`src/rtl/mcsm_pkg.sv`:
```
// Shared types and constants of the multichannel sample mixer.
`timescale 1ns / 1ps

package mcsm_pkg;

    localparam int LEN_W     = 17;  // sound and channel length in bytes
    localparam int BYTE_W    = 8;   // one unsigned sample byte
    localparam int OUT_W     = 16;  // mixed output sample
    localparam int CNT_OUT_W = 4;   // playing channel count on the result
    localparam int CHCFG_W   = 4;   // active channel count register
    localparam int SNDCFG_W  = 5;   // sound count register
    localparam int SIDX_W    = 4;   // sound index field
    localparam int CHN_W     = 3;   // channel number field

    // Midscale of an unsigned sample, which is also the silent level.
    localparam logic [BYTE_W-1:0] SILENCE     = 8'd128;
    localparam logic [BYTE_W-1:0] FULL_SCALE  = 8'd255;
    // 128 * 257: maps 1..255 into the signed 16-bit range; 0 wraps.
    localparam logic [OUT_W-1:0]  WIDE_OFFSET = 16'h8080;

    typedef enum logic [1:0] {
        FUNC_WRITE  = 2'd0,
        FUNC_DEFINE = 2'd1,
        FUNC_START  = 2'd2,
        FUNC_TICK   = 2'd3
    } func_t;

    typedef struct packed {
        logic rd_en;    // read one channel entry for a tick step
        logic load_en;  // load a channel entry from a sound
    } chan_ctl_t;

    typedef struct packed {
        logic smp_wr;   // write one sample byte
        logic clear;    // start a new mix
    } mix_ctl_t;

endpackage

```
`src/rtl/mcsm_chan_table.sv`:
```
// Channel state memory with read-modify-write playback stepping.
`timescale 1ns / 1ps

module mcsm_chan_table import mcsm_pkg::*;
#(
    parameter int NCH = 8,
    parameter int AW  = 16
)
(
    input  logic                   clk,
    input  logic                   rst_n,
    input  chan_ctl_t              ctl,
    input  logic [$clog2(NCH)-1:0] rd_idx,
    input  logic [$clog2(NCH)-1:0] load_idx,
    input  logic [AW-1:0]          load_start,
    input  logic [LEN_W-1:0]       load_len,
    input  logic                   load_loops,
    output logic                   play,
    output logic [AW-1:0]          smp_addr
);

    localparam int CW = $clog2(NCH);

    typedef struct packed {
        logic [AW-1:0]    start;
        logic [AW-1:0]    pos;
        logic [LEN_W-1:0] len;
        logic [LEN_W-1:0] rem;
        logic             loops;
    } chan_word_t;

    chan_word_t     mem [NCH];
    chan_word_t     rd_word_reg;
    logic [NCH-1:0] valid_reg;
    logic           rd_valid_reg;
    logic           step_vld_reg;
    logic [CW-1:0]  step_idx_reg;

    chan_word_t     cur;
    chan_word_t     next_word;
    chan_word_t     wr_word;
    logic           loop_ch0;
    logic           reload;
    logic           playing;
    logic [AW-1:0]  eff_pos;
    logic [LEN_W-1:0] eff_rem;
    logic           wr_en;
    logic [CW-1:0]  wr_idx;

    always_comb
    begin
        // An entry never written reads as the all-zero reset entry.
        cur      = rd_valid_reg ? rd_word_reg : '0;
        // Only channel 0 honors the loop flag.
        loop_ch0 = (step_idx_reg == '0) && cur.loops;
        reload   = loop_ch0 && (cur.len != '0) && (cur.rem == '0);
        playing  = loop_ch0 ? (cur.len != '0) : (cur.rem != '0);
        eff_pos  = reload ? cur.start : cur.pos;
        eff_rem  = reload ? cur.len : cur.rem;

        next_word       = cur;
        next_word.pos   = eff_pos + AW'(1);
        next_word.rem   = eff_rem - LEN_W'(1);

        if (ctl.load_en)
        begin
            wr_en         = 1'b1;
            wr_idx        = load_idx;
            wr_word.start = load_start;
            wr_word.pos   = load_start;
            wr_word.len   = load_len;
            wr_word.rem   = load_len;
            wr_word.loops = load_loops;
        end
        else
        begin
            wr_en   = step_vld_reg && playing;
            wr_idx  = step_idx_reg;
            wr_word = next_word;
        end
    end

    always_ff @(posedge clk)
    begin
        if (wr_en)
        begin
            mem[wr_idx] <= wr_word;
        end
        if (ctl.rd_en)
        begin
            rd_word_reg  <= mem[rd_idx];
            step_idx_reg <= rd_idx;
        end
    end

    always_ff @(posedge clk or negedge rst_n)
    begin
        if (!rst_n)
        begin
            valid_reg    <= '0;
            rd_valid_reg <= 1'b0;
            step_vld_reg <= 1'b0;
        end
        else
        begin
            if (wr_en)
            begin
                valid_reg[wr_idx] <= 1'b1;
            end
            if (ctl.rd_en)
            begin
                rd_valid_reg <= valid_reg[rd_idx];
            end
            step_vld_reg <= ctl.rd_en;
        end
    end

    assign play     = step_vld_reg && playing;
    assign smp_addr = eff_pos;

    // A start load and a tick write-back share the write port.
    assert property (@(posedge clk) disable iff (!rst_n)
        !(ctl.load_en && step_vld_reg))
        else $error("channel load collides with a tick write-back");

    // The write-back of one channel must never hit the entry being read.
    assert property (@(posedge clk) disable iff (!rst_n)
        (step_vld_reg && playing && ctl.rd_en) |-> (rd_idx != step_idx_reg))
        else $error("channel write-back overlaps a read of the same entry");

endmodule

```
`config.mk`:
```
export PLATFORM = sky130hd
export DESIGN_NAME = mcsm_chan_table
export DESIGN_NICKNAME = d
export VERILOG_FILES = /design/src/rtl/mcsm_pkg.sv /design/src/rtl/mcsm_chan_table.sv
export SDC_FILE = /design/constraint.sdc
export NUM_CORES = 1
export LEC_CHECK = 0
export CAP_MARGIN = 20
export CORE_MARGIN = 4
export CORE_UTILIZATION = 30
export CTS_BUF_LIST = sky130_fd_sc_hd__clkbuf_8 sky130_fd_sc_hd__clkbuf_16
export DETAILED_ROUTE_END_ITERATION = 6
export DONT_BUFFER_PORTS = 1
export PLACE_DENSITY_LB_ADDON = 0.2
export SLEW_MARGIN = 30
export SYNTH_ARGS = -nofsm -noshare
export SYNTH_HDL_FRONTEND = slang
export SYNTH_SLANG_ARGS = --single-unit
```
`constraint.sdc`:
```
create_clock -name clk -period 4.9 [get_ports clk]
set_input_delay 0.98 -clock clk [delete_from_list [all_inputs] [get_ports clk]]
set_output_delay 0.98 -clock clk [all_outputs]
set_load 0.03 [all_outputs]
```
==> out/results.ini <==
[synth]
synth.distinct_cells=60
avgSynthCellArea_um2=19.3
seq_area_frac_synth=0.744
synth_top_area_frac=0.734
synthesis.nets=1328
synth_top_area_cell=edfxtp_1
synthesis.area_um2=24800
netlist_top_cells_area=edfxtp_1, mux4_2, mux2_2
ys_ff_latch=616
netlist_instances=1282
synth_edf_count=606
async_reset_ff_frac=0.0162
yosys_warnings=0
synth_ff_type=edfxtp_1

[power_and_ir_drop]
vdd_drop_max_mv=0.225
powerDensity_nw_per_um2=413
p_leak_nw=9.04
p_total_mw=11.7

[min_path]
hp-class=in -> async

[critical_path]
worstPathRequired_ns=5.18
start_kind=flop
crit_arrival_ns=4.86
end_kind=flop
setup.worst_path.class=reg -> reg
cp_max_fo=8

[floorplanning]
die_x_um=296
coreArea_um2=82000
die_h_um=296
rows=105
initial_core_util=0.303
dieArea_um2=87300
ios=61

[clock_tree]
hold_buffers=0
cts_tree=done
ctsResizeCount=0
clk_path_buf_depth=3
tritoncts.num_buffers=66
worst_skew_pair.late_latency_ns=0.59
clkTransAtPathRegs_ns=0.06
cts.sinks=616
root_buffer=clkbuf_16
htree_num_levels=3
post-cts-setup-buffers=0

[placed_design]
io_buffers=0
place_ws_ns=0.365
hpwlAfterDp_mm=35.1
place.gp.congestion=0.795

[routing]
dr.pass1.iters=5
ant_nets=0
wl_mm=61.8
drc=0
wl_per_cell_um=25.3
drtIter0Drc=942
via_per_inst=4.99
vias=12200

[layout]
drive_above_1_share=0.273
largest_reg_flops=536
nNetsFinal=1374
synthToLayoutAreaGrowth_pct=14.2

[status]
status=finished clean

[timing]
period_needed_ns=4.58
min_period_over_period=0.934
maxSlewHeadroom=0.335
finClkSkew_ns=0.0239
whs_ns=0.0868
fin_ws_ns=0.321
slew_viol_final=0
finalHoldViolCount=0
setup_viol=0
setup_tns_ns=0
rsz0062_at_grt=no
tightestPinTransition_ns=0.992
fmax_ghz=0.218

[global_routing]
grt_max_degree=138
grt_pass1_wl_mm=90.3
grt_overflow=0
first_global_vias=13000
antenna_found_initial=3
track_usage=0.142

[run]
cap_violations=0

## critical path, cell delays in order (launching register included)
cell and delay (ns):
edfxtp_1 0.42, nor3_1 0.49, nand4_1 0.30, or3_1 0.50, nor2_4 0.11, nand2_1 0.07
a21oi_2 0.66, ha_1 0.36, nand4_1 0.11, a21oi_1 0.20, a31oi_1 0.09, and4bb_2 0.33
xnor2_1 0.07, o21ai_0 0.57
## per-layer routing
| metal | track usage | wire [um] |
|---|---|---|
| met5 | 0 | 32 |
| met4 | 0.0342 | 1120 |
| met3 | 0.0509 | 4980 |
| met2 | 0.213 | 27300 |
| met1 | 0.199 | 28300 |
## path summary, 6_finish.rpt
kind / start / end / slack, ns / depth (start not counted)
setup / recovery: rd_word_reg[9]$_DFFE_PP_ / mem[0][49]$_DFFE_PP_ / 0.32 / 13
hold / removal: rst_n / valid_reg[7]$_DFFE_PN0N_ / 0.09 / 0
setup reg to reg: rd_word_reg[9]$_DFFE_PP_ / mem[0][49]$_DFFE_PP_ / 0.32 / 13
hold reg to reg: valid_reg[0]$_DFFE_PN0N_ / valid_reg[0]$_DFFE_PN0N_ / 0.46 / 1
max in group asynchronous: rst_n / rd_valid_reg$_DFFE_PN0P_ / 4.72 / 0
min in group clk: valid_reg[0]$_DFFE_PN0N_ / valid_reg[0]$_DFFE_PN0N_ / 0.46 / 1
## cell families (layout without fill, tap and decap cells)
family | after synthesis | count (layout) | synth area share
mux | 220 | 220 | 0.161
simple gates | 220 | 220 | 0.0427
compound gates | 130 | 130 | 0.0312
flops | 616 | 616 | 0.744
other cells | 0 | 1 | 0
xor+xnor | 24 | 24 | 0.00848
buf+inv | 70 | 162 | 0.0112
fa+ha+maj | 2 | 2 | 0.00101
## cell usage after synthesis, types with 2 or more instances
library cell,n
a211oi_1,3
a21o_1,3
a21oi_1,38
a22o_1,5
a2bb2oi_1,2
a31o_2,3
a31oi_1,5
and2_1,10
and3_1,5
and4_1,2
and4bb_2,2
buf_1,15
buf_2,4
buf_4,3
clkbuf_1,43
dfrtp_1,10
edfxtp_1,606
ha_1,2
inv_1,4
mux2_2,77
mux2i_1,6
mux4_2,136
nand2_1,107
nand3_1,16
nand4_1,10
nor2_1,29
nor3_1,11
nor3b_1,2
nor4_1,3
o211ai_1,2
o21ai_0,52
o21ai_1,3
o31ai_1,4
or2_2,9
or3_1,2
or4_1,2
xnor2_1,13
xor2_1,11
## stage by stage
step / cell area, um2 / std cells / utilization
after floorplan: 24800 / 1282 / -
after global placement: 26300 / 2329 / 0.321
after detailed placement: 26300 / 2330 / 0.321
after CTS: 28300 / 2444 / 0.345
after global routing: 28300 / 2444 / 0.345
final: 28300 / 2445 / 0.345
## cell usage in the layout (no fill, tap or decap), drive strengths merged, types with 2 or more instances in the layout
cell type,synthesis,layout
and3,5,5
and2,10,10
o211ai,3,3
a31o,3,3
a2bb2oi,2,2
nor3b,2,2
nor2,31,31
mux4,136,136
mux2,78,78
xor2,11,11
buf,22,43
or3,2,2
nand3,16,16
a22o,5,5
o31ai,4,4
or2,9,9
and4,2,2
or4,3,3
and4bb,2,2
xnor2,13,13
nor3,12,12
clkinv,1,15
nand4,10,10
nand2b,2,2
a31oi,5,5
a21o,3,3
inv,4,31
ha,2,2
a21oi,38,38
bufinv,0,2
clkbuf,43,70
nand2,107,107
a211oi,3,3
dfrtp,10,10
edfxtp,606,606
nor4,3,3
o21ai,56,56
mux2i,6,6
## cell type report
type	instances	area, um2
Fill cell	7827	53700
Clock inverter	44	245
Multi-Input combinational cell	596	6110
Inverter	5	18.8
Sequential cell	616	18400
Timing Repair Buffer	43	405
Antenna cell	1	2.50
Tap cell	1070	1340
Clock buffer	70	1740
## where the power goes
| group | switching, mW | internal (mW) | total [mW] |
|---|---|---|---|
| Combinational | 0.488 | 0.317 | 0.805 |
| Clock | 1.97 | 2.65 | 4.62 |
| Sequential | 0.0858 | 6.17 | 6.25 |
Power figures use the tool's default switching activity.
