### config.mk
export PLATFORM = sky130hd
export DESIGN_NAME = mcsm_sound_table
export DESIGN_NICKNAME = d
export VERILOG_FILES = /design/src/rtl/mcsm_pkg.sv /design/src/rtl/mcsm_sound_table.sv
export SDC_FILE = /design/constraint.sdc
export NUM_CORES = 1
export LEC_CHECK = 0
export BUFFER_PORTS_ARGS = -buffer_cell sky130_fd_sc_hd__buf_2
export CORE_MARGIN = 1.5
export CORE_UTILIZATION = 65
export DETAILED_ROUTE_END_ITERATION = 8
export GPL_ROUTABILITY_DRIVEN = 0
export GPL_TIMING_DRIVEN = 1
export PLACE_DENSITY = 0.85
export SKIP_LAST_GASP = 1
export SLEW_MARGIN = 20
export SYNTH_ARGS = -nofsm -noshare
export SYNTH_HDL_FRONTEND = slang
export SYNTH_SLANG_ARGS = --single-unit
### constraint.sdc
create_clock -name clk -period 4.03 [get_ports clk]
set_clock_uncertainty 0.05 [all_clocks]
set_input_delay 0.6045 -clock clk [delete_from_list [all_inputs] [get_ports clk]]
set_output_delay 0.6045 -clock clk [all_outputs]
set_load 0.05 [all_outputs]
### src/rtl/mcsm_pkg.sv
// Shared types and constants of the multichannel sample mixer.
`timescale 1ns / 1ps

package mcsm_pkg;

    localparam int LEN_W     = 17;  // sound and channel length in bytes
    localparam int BYTE_W    = 8;   // one unsigned sample byte
    localparam int OUT_W     = 16;  // mixed output sample
    localparam int CNT_OUT_W = 4;   // playing channel count on the result
    localparam int CHCFG_W   = 4;   // active channel count register
    localparam int SNDCFG_W  = 5;   // sound count register
    localparam int SIDX_W    = 4;   // sound index field
    localparam int CHN_W     = 3;   // channel number field

    // Midscale of an unsigned sample, which is also the silent level.
    localparam logic [BYTE_W-1:0] SILENCE     = 8'd128;
    localparam logic [BYTE_W-1:0] FULL_SCALE  = 8'd255;
    // 128 * 257: maps 1..255 into the signed 16-bit range; 0 wraps.
    localparam logic [OUT_W-1:0]  WIDE_OFFSET = 16'h8080;

    typedef enum logic [1:0] {
        FUNC_WRITE  = 2'd0,
        FUNC_DEFINE = 2'd1,
        FUNC_START  = 2'd2,
        FUNC_TICK   = 2'd3
    } func_t;

    typedef struct packed {
        logic rd_en;    // read one channel entry for a tick step
        logic load_en;  // load a channel entry from a sound
    } chan_ctl_t;

    typedef struct packed {
        logic smp_wr;   // write one sample byte
        logic clear;    // start a new mix
    } mix_ctl_t;

endpackage

### src/rtl/mcsm_sound_table.sv
// Sound table memory with per-entry defined bits and a registered read port.
`timescale 1ns / 1ps

module mcsm_sound_table import mcsm_pkg::*;
#(
    parameter int NSND = 16,
    parameter int AW   = 16
)
(
    input  logic              clk,
    input  logic              rst_n,
    input  logic              wr_en,
    input  logic [SIDX_W-1:0] wr_idx,
    input  logic [AW-1:0]     wr_start,
    input  logic [LEN_W-1:0]  wr_len,
    input  logic              wr_loops,
    input  logic              rd_en,
    input  logic [SIDX_W-1:0] rd_idx,
    output logic [AW-1:0]     rd_start,
    output logic [LEN_W-1:0]  rd_len,
    output logic              rd_loops,
    output logic              rd_defined
);

    localparam int SIW    = (NSND > 1) ? $clog2(NSND) : 1;
    localparam int WORD_W = AW + LEN_W + 1;
    localparam logic [SIDX_W:0] DEPTH_LIM = (SIDX_W + 1)'(NSND);

    logic [WORD_W-1:0] mem [NSND];
    logic [WORD_W-1:0] rd_word_reg;
    logic [NSND-1:0]   defined_reg;
    logic              rd_def_reg;
    logic              wr_hit;
    logic              rd_hit;

    // Indexes beyond the table are dropped on a define and read as undefined.
    assign wr_hit = wr_en && ({1'b0, wr_idx} < DEPTH_LIM);
    assign rd_hit = {1'b0, rd_idx} < DEPTH_LIM;

    always_ff @(posedge clk)
    begin
        if (wr_hit)
        begin
            mem[wr_idx[SIW-1:0]] <= {wr_start, wr_len, wr_loops};
        end
        if (rd_en)
        begin
            rd_word_reg <= mem[rd_idx[SIW-1:0]];
        end
    end

    always_ff @(posedge clk or negedge rst_n)
    begin
        if (!rst_n)
        begin
            defined_reg <= '0;
            rd_def_reg  <= 1'b0;
        end
        else
        begin
            if (wr_hit)
            begin
                defined_reg[wr_idx[SIW-1:0]] <= 1'b1;
            end
            if (rd_en)
            begin
                rd_def_reg <= rd_hit && defined_reg[rd_idx[SIW-1:0]];
            end
        end
    end

    assign {rd_start, rd_len, rd_loops} = rd_word_reg;
    assign rd_defined = rd_def_reg;

endmodule

==> impl_results.md, run 1 <==
- Port bufs: 80
- CTS tree: built
- Fmax: 440.2 MHz
- Most frequent cells in the layout: edfxtp_1, mux4_2, buf_2
- CP startpoint: rd_idx[0]
- Slew Limit Fails: 0
- Global-route wire length before repair: 76400 µm
- Vias per cell: 7.036
- Antenna-violating nets left: 0
- Die H: 187.8 µm
- Crit path DAT: 2540 ps
- CTS sink count: 595
- Minimum setup slack among reg-to-reg paths: 2230 ps
- Reg2reg end: rd_word_reg[7]$_DFFE_PP_
- Power, Total: 12.85 mW
- Worst-path maximum fanout: 44
- Clk Latency, worst-skew pair: 590 ps
- Avg Cell Area, Syn: 26.08 µm²
- HP Class: primary input to flop
- Post-synth net total: 897
- DRT iter0 DRCs: 1195
- CTS Buffer Depth: 3
- Cts bufs inserted: 56
- Final hold vios: 0
- Synth Flop Type: edfxtp_1
- Status: completed
- Share of post-route cells with drive strength above 1: 38.42%
- PD cells: 511.8 mW/mm²
- Kind of critical path: primary input to flop
- Placed inst area: 0.02338 mm²
- Drt total wl: 52980 µm
- HPWL Detailed: 26450 µm
- Number of global-route vias before repair: 10974
- Htree depth: 2
- Setup TNS: 0 ps
- Yosys warns: 0
- Worst slew margin relative to its limit: 29.98%
- Max reg flops: 544
- Largest net degree at the start of global routing: 60
- Number of enable flip-flop cells after synthesis: 578
- CTS root buf: clkbuf_16
- Asr flop ratio synth: 2.857%
- Tmin final: 2272 ps
- Total gr overflow: 0
- Final Cycle Share: 56.37%
- Synthesis-to-finish area growth: 13.11%
- CP endpoint kind: flop
- Reg2reg path depth: 2
- Setup violators final: 0
- Sequential area share after synthesis: 80.13%
- Cells after synthesis: 851
- DR DRC count: 0
- Clock Pin Slew Worst Setup and Hold Paths: 70 ps
- DRT Pass-1 Iters: 6
- Gates resized, CTS repair: 0
- Row count: 67
- DR WL/cell: 35.94 µm
- Die area: 0.03526 mm²
- Design area: 0.02510 mm²
- LEAKAGE: 7.976 nW
- Post-CTS Setup Inserts: 0
- Unrepaired setup endpoints after global routing: false
- Die W: 187.8 µm
- Initial antenna violation count: 4
- Crit path launch type: primary input
- Reg2reg start: mem[14][7]$_DFFE_PP_
- Final #Nets: 1029
- CORE AREA: 0.03353 mm²
- GRT Util Overall: 31.19%
- Via count: 10371
- I/O pin cnt: 81
- Max-cap violations: 0
- Worst slew pin tran: 1045 ps
- Synth Cell Area: 0.02219 mm²
- Worst setup path endpoint: rd_word_reg[28]$_DFFE_PP_
- Most common cell after layout, fill and taps aside: edfxtp_1
- VDD IR max: 0.0003786 V
- Hold Buf Count CTS: 1
- Worst EP required: 4300 ps
- Initial core utilization: 66.18%
- Flop and latch count out of synthesis: 595
- Netlist cell types: 17
[cell usage after synthesis (all sizes together) (2+ instances only)]
master	n	area [µm²]
buf	22	175.2
or2	16	100.1
mux4	174	3919
nand2b	2	12.51
nand3b	2	15.01
dfrtp	17	425.4
edfxtp	578	17360
nor3	4	20.02
nor2	12	45.04
mux2i	3	30.03
clkbuf	17	63.81
[where the power goes]
| part | leakage, nW | internal, mW | total [mW] | switching (mW) |
|---|---|---|---|---|
| clock | 0.837 | 2.82 | 5.01 | 2.18 |
| combinational | 1.72 | 0.307 | 0.790 | 0.483 |
| sequential | 5.42 | 6.98 | 7.05 | 0.0728 |
[cell families (layout without fill, tap and decap cells)]
logic type,after synthesis,count (layout),synth area share [%]
buffers and inverters,39,211,1.077
DFF,595,595,80.13
muxes,178,178,17.85
other,0,3,0
and+or+nand+nor,39,39,0.9472
[per-layer routing]
layer | vias to the layer above | share of wire [%] | track usage [%]
met4 | 4 | 3.8 | 11.97
met5 | - | 0.055 | 0
met2 | 704 | 52 | 52.92
met1 | 5546 | 35 | 41.15
met3 | 152 | 8.7 | 5.634
li1 | 3965 | - | -
[stage by stage]
stage	utilization, %	hold slack [ps]	instances	worst slack [ps]
5_1_grt	74.84	334.6	1472	1666
2_1_floorplan	-	258.9	851	24.43
3_5_place_dp	69.72	400.4	1372	1151
4_1_cts	74.83	317.0	1471	1718
3_3_place_gp	69.72	395.4	1372	1221
6_report	74.85	337.5	1474	1758
[worst max-delay path, stage by stage]
cell and delay [ps]:
buf_8 380, buf_4 390, mux4_2 570, mux4_2 500
[worst min path at each step]
stage / startpoint / to / slack (ps) / cells past startpoint
3_3_place_gp: defined_reg[12]$_DFFE_PN0P_ / defined_reg[12]$_DFFE_PN0P_ / 400 / 1
6_report: wr_len[1] / mem[4][2]$_DFFE_PP_ / 340 / 1
4_1_cts: wr_loops / mem[7][0]$_DFFE_PP_ / 320 / 1
2_1_floorplan: rst_n / defined_reg[0]$_DFFE_PN0P_ / 260 / 0
5_1_grt: wr_loops / mem[7][0]$_DFFE_PP_ / 330 / 1
3_5_place_dp: defined_reg[10]$_DFFE_PN0P_ / defined_reg[10]$_DFFE_PN0P_ / 400 / 1
[final cells by class]
class	count	area, µm²
sequential	595	17780
antenna	3	7.507
fill	1694	8432
tap	448	560.5
multi-input combinational	217	4280
clock inverter	31	239.0
clock buffer	67	1464
timing repair buffer	113	767.0
Note: power is estimated with default switching activity, not from simulation.
==> inputs of run 2 (changes only) <==
--- a/config.mk
+++ b/config.mk
@@ -7,11 +7,11 @@
 export LEC_CHECK = 0
 export BUFFER_PORTS_ARGS = -buffer_cell sky130_fd_sc_hd__buf_2
 export CORE_MARGIN = 1.5
-export CORE_UTILIZATION = 65
+export CORE_UTILIZATION = 61
 export DETAILED_ROUTE_END_ITERATION = 8
 export GPL_ROUTABILITY_DRIVEN = 0
 export GPL_TIMING_DRIVEN = 1
-export PLACE_DENSITY = 0.85
+export PLACE_DENSITY = 0.81
 export SKIP_LAST_GASP = 1
 export SLEW_MARGIN = 20
 export SYNTH_ARGS = -nofsm -noshare
==> constraint.sdc (replaced) <==
create_clock -name clk -period 2.3 [get_ports clk]
set_clock_uncertainty 0.05 [all_clocks]
set_input_delay 0.345 -clock clk [delete_from_list [all_inputs] [get_ports clk]]
set_output_delay 0.345 -clock clk [all_outputs]
set_load 0.05 [all_outputs]
==> run 2 against run 1 <==
The flow now finishes with violations (design-rule violations). Sequential cell count is the same. Via count shrank 1.8%. Count of clock-buffer cells in the layout grew 9. Worst hold slack lost 240 ps. Register-to-register slack lost 1800 ps. Utilization shrank 3.2 points. Highest routed layer unchanged.
==> impl_results.md, run 2 (synthesis results as in run 1) <==
- Status: finished, violations left
- Failing checks: design-rule violations
- Most frequent cells in the layout: edfxtp_1, mux4_2, buf_2
- Most common cell after layout, fill and taps aside: edfxtp_1
- Vias per cell: 6.775 (-3.7%)
- Fmax: 542.1 MHz
- Die area: 0.03753 mm² (+6.5%)
- Largest net degree at the start of global routing: 36 (-40%)
- Clock power share: 39.0% (about the same)
- Clk Latency, worst-skew pair: 570 ps (-20 ps)
- I/O pin cnt: 81 (unchanged)
- LEAKAGE: 8.148 nW (+2.2%)
- Initial antenna violation count: 4 (unchanged)
- Reg2reg path depth: 2 (unchanged)
- Worst slew margin relative to its limit: 64.65% (+35 points)
- Worst slew pin tran: 528.8 ps (-515.8 ps)
- Cts bufs inserted: 55 (-1.8%)
- Reg2reg end: rd_word_reg[31]$_DFFE_PP_
- Reg2reg start: mem[3][31]$_DFFE_PP_
- M1 WL: 18300 µm (-1.6%)
- CORE AREA: 0.03566 mm² (+6.3%)
- DRT iter0 DRCs: 1386 (+16%)
- Hold Crit Depth: 1 (unchanged)
- Total gr overflow: 0 (unchanged)
- Top sig layer: met5
- Htree depth: 2 (unchanged)
- Routed met2 length: 26310 µm (-5.3%)
- Worst Hold Endpoint: mem[12][8]$_DFFE_PP_
- Final cell count without fillers: 1503 (+2.0%)
- Metal3 WL: 4694 µm (+2.4%)
- Min-delay src: wr_len[7]
- Worst-path maximum fanout: 1 (-98%)
- Port bufs: 80 (unchanged)
- Setup violators final: 0 (unchanged)
- Crit path DAT: 2110 ps (-430 ps)
- Final Cycle Share: 80.20%
- Global-route wire length before repair: 74130 µm (-3.0%)
- Sw Pwr: 4.688 mW (+71%)
- CTS tree: built
- Final #Nets: 1043 (+1.4%)
- Max-cap violations: 0 (unchanged)
- CTS root buf: clkbuf_16
- Kind of critical path: flop to flop
- Design area: 0.02556 mm² (+1.8%)
- Post-CTS Setup Inserts: 0 (unchanged)
- GRT Util Overall: 28.26% (-2.9 points)
- Final hold vios: 0 (unchanged)
- Initial core utilization: 62.24% (-3.9 points)
- Max reg flops: 544 (unchanged)
- DR WL/cell: 34.03 µm (-5.3%)
- Tmin final: 1845 ps
- Combinational share of power: 6.3% (about the same)
- Internal power: 17.86 mW (+77%)
- Die W: 193.7 µm (+3.2%)
- Via count: 10183 (-1.8%)
- Crit path launch type: flop
- CP startpoint: mem[3][31]$_DFFE_PP_
- Row count: 69 (+3.0%)
- Reg power frac: 54.7% (-0.2 points)
- Share of post-route cells with drive strength above 1: 39.02% (+0.60 points)
- Minimum setup slack among reg-to-reg paths: 460 ps (-1770 ps)
- Clock Pin Slew Worst Setup and Hold Paths: 70 ps (about the same)
- Synthesis-to-finish area growth: 15.16%
- Switching portion of total power: 20.79% (-0.55 points)
- CTS sink count: 595 (unchanged)
- VDD IR max: 0.0005778 V (+53%)
- HPWL Detailed: 24390 µm (-7.8%)
- Placed insts: 1400 (+2.0%)
- HP Class: primary input to flop
- Worst EP required: 2560 ps (-1740 ps)
- Slew Limit Fails: 0 (unchanged)
- Unrepaired setup endpoints after global routing: false
- CTS Buffer Depth: 3 (unchanged)
- Fillers: 1889 (+12%)
- CP endpoint kind: flop
- PD cells: 882.4 mW/mm² (+72%)
- Placed inst area: 0.02381 mm² (+1.8%)
- Antenna-violating nets left: 0 (unchanged)
- DR DRC count: 12 (+12)
- Number of global-route vias before repair: 10782 (-1.7%)
- DRT Pass-1 Iters: 7 (+1)
- Drt total wl: 51140 µm (-3.5%)
- Die H: 193.7 µm (+3.2%)
[run 2: critical path, cell delays in order, from the launching register on]
cell and delay (ps):
edfxtp_1 450, mux4_2 580, mux4_2 500
[run 2: repair_timing]
item,CTS,global route
gates resized for setup,0,0
hold buffers,1,0
hold endpoints to repair,17,0
[run 2: power groups by stage]
| stage | logic, mW | registers (mW) | clock network [mW] |
|---|---|---|---|
| 5_1_grt | 1.47 | 12.4 | 9.27 |
| 3_5_place_dp | 1.38 | 12.6 | 0 |
| 3_3_place_gp | 1.34 | 12.5 | 0 |
| 6_report | 1.41 | 12.3 | 8.80 |
| 2_1_floorplan | 0.678 | 12.7 | 0 |
| 4_1_cts | 1.42 | 12.3 | 8.88 |
[run 2: worst max path at each step]
stage                                      endpoint  depth (start not counted)
final                     rd_word_reg[31]$_DFFE_PP_                          2
after global routing      rd_word_reg[31]$_DFFE_PP_                          2
after CTS                 rd_word_reg[31]$_DFFE_PP_                          2
after detailed placement   rd_word_reg[1]$_DFFE_PP_                          4
after global placement     rd_word_reg[1]$_DFFE_PP_                          4
after floorplan                 mem[1][0]$_DFFE_PP_                          2
[run 2: metrics by stage]
step	power (mW)	hold WS [ps]	worst slack, ps	TNS (ps)	util (%)
2_1_floorplan	13.40	-0.5911	-508.7	-66940	-
4_1_cts	22.64	76.04	432.6	0	71.65
3_5_place_dp	13.94	230.8	142.5	0	66.78
3_3_place_gp	13.87	225.2	157.9	0	66.78
6_report	22.55	97.33	455.4	0	71.67
5_1_grt	23.10	91.41	456.6	0	71.65
[run 2: final cells by class]
| cell class | count | area [µm²] | share of cell area, % |
|---|---|---|---|
| sequential | 595 | 17780 | 69.58 |
| multi-input combinational | 217 | 4305 | 16.85 |
| clock buffer | 76 | 1528 | 5.978 |
| timing repair buffer | 128 | 1155 | 4.519 |
| tap | 461 | 576.8 | 2.257 |
| clock inverter | 22 | 198.9 | 0.7785 |
| antenna | 4 | 10.01 | 0.03917 |
[run 2: per-layer routing]
layer  vias to the layer above  track usage [%]
met2                       635            47.25
met4                         4            10.94
met3                       128            5.392
li1                       3999                -
met5                         -                0
met1                      5417            37.62
==> inputs of run 3 (changes only) <==
==> constraint.sdc (replaced) <==
create_clock -name clk -period 1.8 [get_ports clk]
set_clock_uncertainty 0.05 [all_clocks]
set_input_delay 0.27 -clock clk [delete_from_list [all_inputs] [get_ports clk]]
set_output_delay 0.27 -clock clk [all_outputs]
set_load 0.05 [all_outputs]
==> run 3 against run 2 <==
Combinational power is 35% higher. The run still ends with design-rule violations left. Worst setup slack worse by 390 ps. Sequential cell count is the same.
==> impl_results.md, run 3 (synthesis results as in run 1) <==
- Most frequent cells in the layout: edfxtp_1, mux4_2, buf_2
- Global-route wire length before repair: 72310 µm (-2.5%)
- Slew Limit Fails: 0 (unchanged)
- Htree depth: 2 (unchanged)
- Drt total wl: 49100 µm (-4.0%)
- CTS sink count: 595 (unchanged)
- Hold Buf Count CTS: 35 (+34)
- Failing checks: design-rule violations
- DRT Pass-1 Iters: 9 (+2)
- Placed inst area: 0.02419 mm² (+1.6%)
- Largest net degree at the start of global routing: 46 (+28%)
- DR DRC count: 6 (-6)
- I/O pin cnt: 81 (unchanged)
- Reg2reg start: mem[10][16]$_DFFE_PP_
- LEAKAGE: 8.488 nW (+4.2%)
- Final hold vios: 0 (unchanged)
- PD cells: 1106 mW/mm² (+25%)
- Status: finished, violations left
- Minimum setup slack among reg-to-reg paths: 60 ps (-390 ps)
- Antenna-violating nets left: 0 (unchanged)
- Tmin final: 1737 ps (-107.6 ps)
- Post-CTS Setup Inserts: 0 (unchanged)
- Port bufs: 80 (unchanged)
- Worst EP required: 2100 ps (-460 ps)
- Initial antenna violation count: 1 (-3)
- Crit path launch type: flop
- CTS root buf: clkbuf_16
- Design area: 0.02631 mm² (+3.0%)
- Row count: 69 (unchanged)
- Unrepaired setup endpoints after global routing: false
- DR WL/cell: 31.49 µm (-7.4%)
- Max reg flops: 544 (unchanged)
- HP Class: primary input to asynchronous set/reset pin
- HPWL Detailed: 27110 µm (+11%)
- Cts bufs inserted: 55 (unchanged)
- VDD IR max: 0.0008888 V (+54%)
- Die area: 0.03753 mm² (unchanged)
- Clock Pin Slew Worst Setup and Hold Paths: 60 ps (about the same)
- GRT Util Overall: 27.28% (-0.98 points)
- Die W: 193.7 µm (unchanged)
- Gates resized, CTS repair: 0 (unchanged)
- CP endpoint kind: flop
- Vias per cell: 6.514 (-3.8%)
- Setup violators final: 0 (unchanged)
- Diodes inserted: 0 (-4)
- Final Cycle Share: 96.50% (+16 points)
- Kind of critical path: flop to flop
- Synthesis-to-finish area growth: 18.56%
- Crit path DAT: 2030 ps (-80 ps)
- CTS Buffer Depth: 3 (unchanged)
- Reg2reg end: rd_word_reg[16]$_DFFE_PP_
- Clk Latency, worst-skew pair: 610 ps (+40 ps)
- Worst slew pin tran: 618.2 ps (+89.35 ps)
- Final #Nets: 1102 (+5.7%)
- Power, Total: 29.09 mW (+29%)
- Max-cap violations: 0 (unchanged)
- Via count: 10156 (-0.27%)
- Reg2reg path depth: 2 (unchanged)
- CTS tree: built
- Share of post-route cells with drive strength above 1: 39.80% (+0.78 points)
- Fmax: 575.7 MHz (+6.2%)
- CORE AREA: 0.03566 mm² (unchanged)
- Die H: 193.7 µm (unchanged)
- CP startpoint: mem[10][16]$_DFFE_PP_
- Initial core utilization: 62.24% (unchanged)
- DRT iter0 DRCs: 1235 (-11%)
- Most common cell after layout, fill and taps aside: edfxtp_1
- Number of global-route vias before repair: 10978 (+1.8%)
- Worst slew margin relative to its limit: 58.79% (-5.9 points)
- Worst setup path endpoint: rd_word_reg[16]$_DFFE_PP_
- Total gr overflow: 0 (unchanged)
- Worst-path maximum fanout: 1 (unchanged)
-- run 3: cell count changes in the layout (fill, tap and decap cells not counted), sizes merged --
| cell | change |
|---|---|
| clkbuf | -3 |
| inv | +1 |
| diode | -4 |
| clkinvlp | +2 |
| bufinv | +1 |
| dlygate4sd3 | +34 |
| buf | +25 |
-- run 3: how the worst min path moves through the flow --
stage	startpoint	end	slack, ps
global route	rst_n	defined_reg[15]$_DFFE_PN0P_	120
finish	rst_n	rd_defined$_DFFE_PN0P_	90
floorplan	rst_n	defined_reg[0]$_DFFE_PN0P_	-80
global placement	rst_n	rd_defined$_DFFE_PN0P_	170
CTS	rst_n	defined_reg[0]$_DFFE_PN0P_	70
detailed placement	rst_n	rd_defined$_DFFE_PN0P_	180
-- run 3: metal layers --
| metal | GRT usage (%) | wire length, µm | share of wire, % | vias up |
|---|---|---|---|---|
| li1 | - | - | - | 4108 |
| met1 | 37.32 | 18320 | 37 | 5399 |
| met2 | 45.71 | 25290 | 52 | 557 |
| met3 | 5.149 | 4282 | 8.7 | 90 |
| met4 | 8.107 | 1196 | 2.4 | 2 |
| met5 | 0 | 11 | 0.022 | - |
-- run 3: cell type report --
class,count,area [µm²]
flip-flops and latches,595,17780
fillers,1861,9345
multi-input cells,217,4313
repair buffers,187,1871
clock buffers,73,1505
well taps,461,576.8
clock inverters,26,262.8
-- run 3: metrics by stage --
step	hold slack [ps]	util, %	std cells	TNS (ps)	worst slack, ps
after floorplan	-75.59	-	851	-32480	-287.0
after global placement	166.0	67.85	1425	-6747	-227.4
after detailed placement	176.5	67.85	1425	-7807	-328.2
after CTS	71.65	73.79	1559	0	53.02
after global routing	123.3	73.79	1559	0	55.67
final	87.91	73.79	1559	0	63.01
-- run 3: critical path, cell delays in order (launching register included) --
cell and delay (ps):
edfxtp_1 420, mux4_2 520, mux4_2 490
-- run 3: report_power, final --
part | internal (mW) | total [mW] | switching [mW]
clock | 6.57 | 11.4 | 4.86
sequential | 15.6 | 15.8 | 0.142
combinational | 0.837 | 1.90 | 1.07
